**src/rtl/kle_pkg.sv**
```systemverilog
// Shared types and constants for the keystroke line editor.
// Request and result structs, microcode word layout and step addresses.
// No dependencies.
package kle_pkg;

  // Field widths fixed by the request and result formats
  localparam int unsigned CharW = 8;
  localparam int unsigned PosW  = 10;
  localparam int unsigned LenW  = 11;
  localparam int unsigned ReqW  = 2;

  // Default store depth
  localparam int unsigned DepthDefault = 1024;

  // Request type codes
  localparam logic [ReqW-1:0] ReqKey   = 2'd0;
  localparam logic [ReqW-1:0] ReqRead  = 2'd1;
  localparam logic [ReqW-1:0] ReqClear = 2'd2;

  // Special keystrokes
  localparam logic [CharW-1:0] KeyLeft  = 8'd60;
  localparam logic [CharW-1:0] KeyRight = 8'd62;
  localparam logic [CharW-1:0] KeyBack  = 8'd45;

  // Microcode step addresses
  localparam int unsigned StepW = 4;
  localparam logic [StepW-1:0] StFetch   = 4'd0;
  localparam logic [StepW-1:0] StDone    = 4'd1;
  localparam logic [StepW-1:0] StLeftChk = 4'd2;
  localparam logic [StepW-1:0] StLeftRd  = 4'd3;
  localparam logic [StepW-1:0] StLeftWr  = 4'd4;
  localparam logic [StepW-1:0] StRightChk = 4'd5;
  localparam logic [StepW-1:0] StRightRd = 4'd6;
  localparam logic [StepW-1:0] StRightWr = 4'd7;
  localparam logic [StepW-1:0] StBackChk = 4'd8;
  localparam logic [StepW-1:0] StBackDec = 4'd9;
  localparam logic [StepW-1:0] StInsChk  = 4'd10;
  localparam logic [StepW-1:0] StInsWr   = 4'd11;
  localparam logic [StepW-1:0] StOvf     = 4'd12;
  localparam logic [StepW-1:0] StReadChk = 4'd13;
  localparam logic [StepW-1:0] StReadRd  = 4'd14;
  localparam logic [StepW-1:0] StClear   = 4'd15;

  typedef struct packed {
    logic [ReqW-1:0]  req_type;
    logic [CharW-1:0] key_byte;
    logic [PosW-1:0]  read_position;
  } kle_req_t;

  typedef struct packed {
    logic [CharW-1:0] read_char;
    logic             in_range;
    logic [LenW-1:0]  line_length;
    logic [LenW-1:0]  cursor_position;
    logic             overflow;
  } kle_rsp_t;

  // Next-step selection
  typedef enum logic [2:0] {
    JC_NEXT       = 3'd0,
    JC_ALWAYS     = 3'd1,
    JC_DISPATCH   = 3'd2,
    JC_LEFT_ZERO  = 3'd3,
    JC_RIGHT_ZERO = 3'd4,
    JC_FULL       = 3'd5,
    JC_OUT_RANGE  = 3'd6
  } jump_cond_e;

  // Store address source
  typedef enum logic [1:0] {
    AS_LEFT    = 2'd0,
    AS_LEFT_M1 = 2'd1,
    AS_TOP     = 2'd2,
    AS_READ    = 2'd3
  } addr_sel_e;

  // Count update
  typedef enum logic [1:0] {
    CNT_HOLD = 2'd0,
    CNT_INC  = 2'd1,
    CNT_DEC  = 2'd2,
    CNT_CLR  = 2'd3
  } cnt_op_e;

  // Store write data source
  typedef enum logic {
    WS_KEY   = 1'b0,
    WS_RDATA = 1'b1
  } wdata_sel_e;

  typedef struct packed {
    jump_cond_e       jc;
    logic [StepW-1:0] target;
    logic             wait_in;
    logic             wait_out;
    logic             out_ld;
    logic             mem_re;
    logic             mem_we;
    wdata_sel_e       wsel;
    addr_sel_e        asel;
    cnt_op_e          left_op;
    cnt_op_e          right_op;
    logic             set_ovf;
    logic             set_inr;
  } uword_t;

  // Sequencer to datapath: current control word and its advance strobe
  typedef struct packed {
    logic   go;
    uword_t uw;
  } ctrl_t;

  // Datapath to sequencer: jump conditions and output stall
  typedef struct packed {
    logic left_zero;
    logic right_zero;
    logic full;
    logic out_range;
    logic out_busy;
  } status_t;

endpackage

```
**src/rtl/kle_useq.sv**
```systemverilog
// Microcode sequencer for the keystroke line editor: step counter,
// control store and jump logic. Depends on kle_pkg.
module kle_useq (
  input  logic              clk_i,
  input  logic              rst_ni,
  input  logic              in_valid_i,
  input  kle_pkg::kle_req_t in_req_i,
  input  kle_pkg::status_t  status_i,
  output logic              in_ready_o,
  output kle_pkg::ctrl_t    ctrl_o
);
  import kle_pkg::*;

  // Control store: one word per step
  function automatic uword_t ucode(logic [StepW-1:0] step);
    uword_t w;
    w = '0;
    case (step)
      StFetch: begin
        w.wait_in = 1'b1;
        w.jc      = JC_DISPATCH;
      end
      StDone: begin
        w.wait_out = 1'b1;
        w.out_ld   = 1'b1;
        w.jc       = JC_ALWAYS;
        w.target   = StFetch;
      end
      StLeftChk: begin
        w.jc     = JC_LEFT_ZERO;
        w.target = StDone;
      end
      StLeftRd: begin
        w.mem_re   = 1'b1;
        w.asel     = AS_LEFT_M1;
        w.left_op  = CNT_DEC;
        w.right_op = CNT_INC;
      end
      StLeftWr: begin
        w.mem_we = 1'b1;
        w.wsel   = WS_RDATA;
        w.asel   = AS_TOP;
        w.jc     = JC_ALWAYS;
        w.target = StDone;
      end
      StRightChk: begin
        w.jc     = JC_RIGHT_ZERO;
        w.target = StDone;
      end
      StRightRd: begin
        w.mem_re = 1'b1;
        w.asel   = AS_TOP;
      end
      StRightWr: begin
        w.mem_we   = 1'b1;
        w.wsel     = WS_RDATA;
        w.asel     = AS_LEFT;
        w.left_op  = CNT_INC;
        w.right_op = CNT_DEC;
        w.jc       = JC_ALWAYS;
        w.target   = StDone;
      end
      StBackChk: begin
        w.jc     = JC_LEFT_ZERO;
        w.target = StDone;
      end
      StBackDec: begin
        w.left_op = CNT_DEC;
        w.jc      = JC_ALWAYS;
        w.target  = StDone;
      end
      StInsChk: begin
        w.jc     = JC_FULL;
        w.target = StOvf;
      end
      StInsWr: begin
        w.mem_we  = 1'b1;
        w.wsel    = WS_KEY;
        w.asel    = AS_LEFT;
        w.left_op = CNT_INC;
        w.jc      = JC_ALWAYS;
        w.target  = StDone;
      end
      StOvf: begin
        w.set_ovf = 1'b1;
        w.jc      = JC_ALWAYS;
        w.target  = StDone;
      end
      StReadChk: begin
        w.jc     = JC_OUT_RANGE;
        w.target = StDone;
      end
      StReadRd: begin
        w.mem_re  = 1'b1;
        w.asel    = AS_READ;
        w.set_inr = 1'b1;
        w.jc      = JC_ALWAYS;
        w.target  = StDone;
      end
      StClear: begin
        w.left_op  = CNT_CLR;
        w.right_op = CNT_CLR;
        w.jc       = JC_ALWAYS;
        w.target   = StDone;
      end
      default: begin
        w.jc     = JC_ALWAYS;
        w.target = StFetch;
      end
    endcase
    return w;
  endfunction

  // Routine entry for an incoming request
  function automatic logic [StepW-1:0] entry(kle_req_t r);
    logic [StepW-1:0] s;
    s = StDone;
    case (r.req_type)
      ReqKey: begin
        if (r.key_byte == KeyLeft) begin
          s = StLeftChk;
        end else if (r.key_byte == KeyRight) begin
          s = StRightChk;
        end else if (r.key_byte == KeyBack) begin
          s = StBackChk;
        end else begin
          s = StInsChk;
        end
      end
      ReqRead:  s = StReadChk;
      ReqClear: s = StClear;
      default:  s = StDone;
    endcase
    return s;
  endfunction

  logic [StepW-1:0] step_q, step_d;
  uword_t           uw;
  logic             go;
  logic             taken;

  // Decode the current step
  always_comb begin
    uw = ucode(step_q);
    go = !((uw.wait_in && !in_valid_i) || (uw.wait_out && status_i.out_busy));
    case (uw.jc)
      JC_ALWAYS:     taken = 1'b1;
      JC_DISPATCH:   taken = 1'b1;
      JC_LEFT_ZERO:  taken = status_i.left_zero;
      JC_RIGHT_ZERO: taken = status_i.right_zero;
      JC_FULL:       taken = status_i.full;
      JC_OUT_RANGE:  taken = status_i.out_range;
      default:       taken = 1'b0;
    endcase
  end

  // Pick the next step
  always_comb begin
    step_d = step_q;
    if (go) begin
      if (uw.jc == JC_DISPATCH) begin
        step_d = entry(in_req_i);
      end else if (taken) begin
        step_d = uw.target;
      end else begin
        step_d = step_q + StepW'(1);
      end
    end
  end

  always_ff @(posedge clk_i or negedge rst_ni) begin
    if (!rst_ni) begin
      step_q <= StFetch;
    end else begin
      step_q <= step_d;
    end
  end

  assign in_ready_o = (step_q == StFetch);
  assign ctrl_o     = '{go: go, uw: uw};

endmodule

```
**config.mk**
```make
export PLATFORM = sky130hd
export DESIGN_NAME = kle_useq
export DESIGN_NICKNAME = d
export VERILOG_FILES = /design/src/rtl/kle_pkg.sv /design/src/rtl/kle_useq.sv
export SDC_FILE = /design/constraint.sdc
export NUM_CORES = 1
export LEC_CHECK = 0
export ABC_AREA = 1
export BUFFER_PORTS_ARGS = -buffer_cell sky130_fd_sc_hd__buf_2
export CAP_MARGIN = 40
export CORE_MARGIN = 3
export CORE_UTILIZATION = 45
export CTS_BUF_LIST = sky130_fd_sc_hd__clkbuf_8
export DETAILED_ROUTE_END_ITERATION = 8
export PLACE_DENSITY_LB_ADDON = 0.08
export SETUP_SLACK_MARGIN = 0.5
export SLEW_MARGIN = 10
export SYNTH_ARGS = -nofsm -noshare
export SYNTH_HDL_FRONTEND = slang
export SYNTH_SLANG_ARGS = --single-unit
```
**constraint.sdc**
```tcl
create_clock -name clk_i -period 2.6 [get_ports clk_i]
set_clock_uncertainty 0.15 [all_clocks]
set_input_delay 0.39 -clock clk_i [delete_from_list [all_inputs] [get_ports clk_i]]
set_output_delay 0.39 -clock clk_i [all_outputs]
set_load 0.02 [all_outputs]
```
==> run metrics <==
status completed; capture point of the worst reg-to-reg path step_q[2]$_DFFE_PN0P_; Max FO, Critical Path 6; worst hold path type input pin to asynchronous set/reset pin; TritonCTS Buffers 3; CTS sink cnt 4; total wire length 2510 um; share of layout cells above drive strength 1 49.7%; Die Span X 50.2 um; DR WL/cell 11.5 um; Inserted Diodes 0; CTS root buf clkbuf_8; P&R area growth vs syn 52.2%; Final Cycle Share 80.7%; Die Ht 50.2 um; clock buffer depth 2; Critical Path AT 1.56 ns; Post-Syn Area 880 um2; unrepaired setup endpoints after global routing true; FF/Latch Area 104 um2; Worst R2R Path Depth 14; Yosys top cell by area nand2_1; max reg flops 4; number of antenna violations at the first check in global routing 0; average cell area after synthesis 6.07 um2; Seq cells post-synth 4; cells after synthesis 145; CP startpoint kind flip-flop; post-synth net total 179; final slew viol count 0; layout net count 229; Placer Congestion 0.807; first-pass GRT wire length 3550 um; final setup violation count 0; gr usage total 17.5%; Synth warnings 0; classification of the worst setup path flip-flop to output pin; DP HPWL 1720 um; Final min period 2.10 ns; GRT overflow 0; Antenna Violating Nets Remaining 0; fmax 477 MHz; pin count of the biggest net entering global routing 12; Synth area leaders nand2_1 (17%), dfrtp_1 (11%), inv_1 (9.4%); sequential area share after synthesis 11.4%; fillers 142; post-synth top area share 17.1%; io pins 51; Port Buffers 39; DRT iter0 DRCs 12; non-filler cells, final 218; maximum capacitance violations 0; htree depth 1; row count 15; Placed Cells 202; pwr dens 1340 nW/um2; First-pass DRT Iterations 4; Synth cell types 28; Top Registers step_q (4); Core ar. 1780 um2; crit end category output pin; initial core utilization 49.3%; Sum Neg Setup Slack 0 ns; CTS tree done; Die ar. 2520 um2; Hold Fails Final Rpt 0; vias in the first global route 889; Via density 4.94; area of the multi-input gates 752 um2; WP data required 2.06 ns; utilization after layout 75.1%; Largest Register step_q; Clock transition at path regs 0.03 ns; reg2reg start step_q[2]$_DFFE_PN0P_; Peak VDD IR 0.804 mV; routed vias 1076; r2r setup slk 0.55 ns; clock latency on the worst-skew pair 0.21 ns; Leak 0.781 nW; DR DRC count 0
-- worst max path at each step --
stage	end	from	cells after the start	slack, ns
floorplan	step_q[2]$_DFFE_PN0P_	step_q[0]$_DFFE_PN0P_	14	0.56
detailed placement	step_q[3]$_DFFE_PN0P_	step_q[0]$_DFFE_PN0P_	14	0.38
global placement	step_q[3]$_DFFE_PN0P_	step_q[0]$_DFFE_PN0P_	14	0.39
global route	step_q[2]$_DFFE_PN0P_	step_q[0]$_DFFE_PN0P_	14	0.38
finish	ctrl_o[21]	step_q[1]$_DFFE_PN0P_	6	0.50
CTS	ctrl_o[18]	step_q[0]$_DFFE_PN0P_	7	0.48
-- routing by layer --
metal,wire (um),track usage [%],share of wire (%)
met2,1240,29.8,49
met5,0,0,0
met4,48,6.91,1.9
met1,1080,22.1,43
met3,139,2.37,5.5
-- final cells by class --
cell class | count | area share (%)
Inverter | 27 | 8.13
Timing Repair Buffer | 52 | 22.5
Sequential cell | 4 | 7.76
Multi-Input combinational cell | 107 | 56.2
Clock buffer | 3 | 3.08
Tap cell | 25 | 2.34
-- Yosys cell counts --
cell and number:
o211ai_1 1, nand3_2 2, o31ai_1 2, nand4_2 1, xor2_1 1, nand2_1 40, buf_6 1, and3_1 1
o2111ai_1 1, ha_1 6, or2_0 1, nand3_4 1, nand2_2 5, inv_4 1, nor2_1 7, nor2_4 5
nor3b_1 1, buf_4 6, nand3_1 14, nor2_2 2, nand4_1 6, dfrtp_1 4, inv_2 4, o21ai_1 1
inv_1 22, o22ai_1 1, conb_1 1, o21ai_0 7
-- cells in the final DEF (no fill, tap or decap), types with 2 or more instances in the layout --
cell type	n
ha_4	4
o21ai_0	7
nor2_4	5
nand3_2	2
inv_2	6
nand2_2	8
nand2_4	3
nand2_1	34
clkbuf_8	3
nor2_1	7
ha_1	2
o31ai_1	2
nand4_1	6
inv_4	3
dfrtp_2	3
inv_1	18
nand3_1	11
buf_2	38
buf_4	11
nand3_4	4
nor2_2	2
-- power breakdown --
part           leakage (nW)  internal (mW)  switching, mW
Combinational         0.712          0.579          0.953
Sequential           0.0469         0.0949         0.0439
Clock                0.0216         0.0983         0.0282
Total                 0.781          0.773           1.03
-- metrics by stage --
step / setup slack [ns] / total power [mW] / hold slack (ns) / instance area [um2]
finish: 0.502 / 1.80 / 0.367 / 1340
global route: 0.379 / 1.97 / 0.377 / 1340
CTS: 0.476 / 1.54 / 0.355 / 1140
detailed placement: 0.381 / 1.33 / 0.0464 / 1050
global placement: 0.393 / 1.32 / 0.0429 / 1050
floorplan: 0.559 / 1.11 / -0.0556 / 880
-- logic make-up (layout without fill, tap and decap cells) --
family          Yosys count  in the layout  synth area share [%]
buf+inv                  34             82                  18.2
fa+ha+maj                 6              6                  8.53
xor+xnor                  1              1                 0.996
other cells               1              1                 0.426
simple gates             86             86                  51.6
compound gates           13             13                  8.82
flops                     4              4                  11.4
-- timing repair --
action,4_1_cts,5_1_grt
setup endpoints to repair,7,10
endpoints found under the hold margin,4,0
resized for setup,8,29
pin swaps,3,12
hold buffers,1,0
buffers inserted,2,10
-- worst max-delay path, stage by stage, from the launching register on --
cell     delay, ns
dfrtp_2       0.46
inv_4         0.11
ha_4          0.18
nand2_2       0.11
o22ai_2       0.23
inv_2         0.10
buf_2         0.17
(Power assumes the default switching activity.)
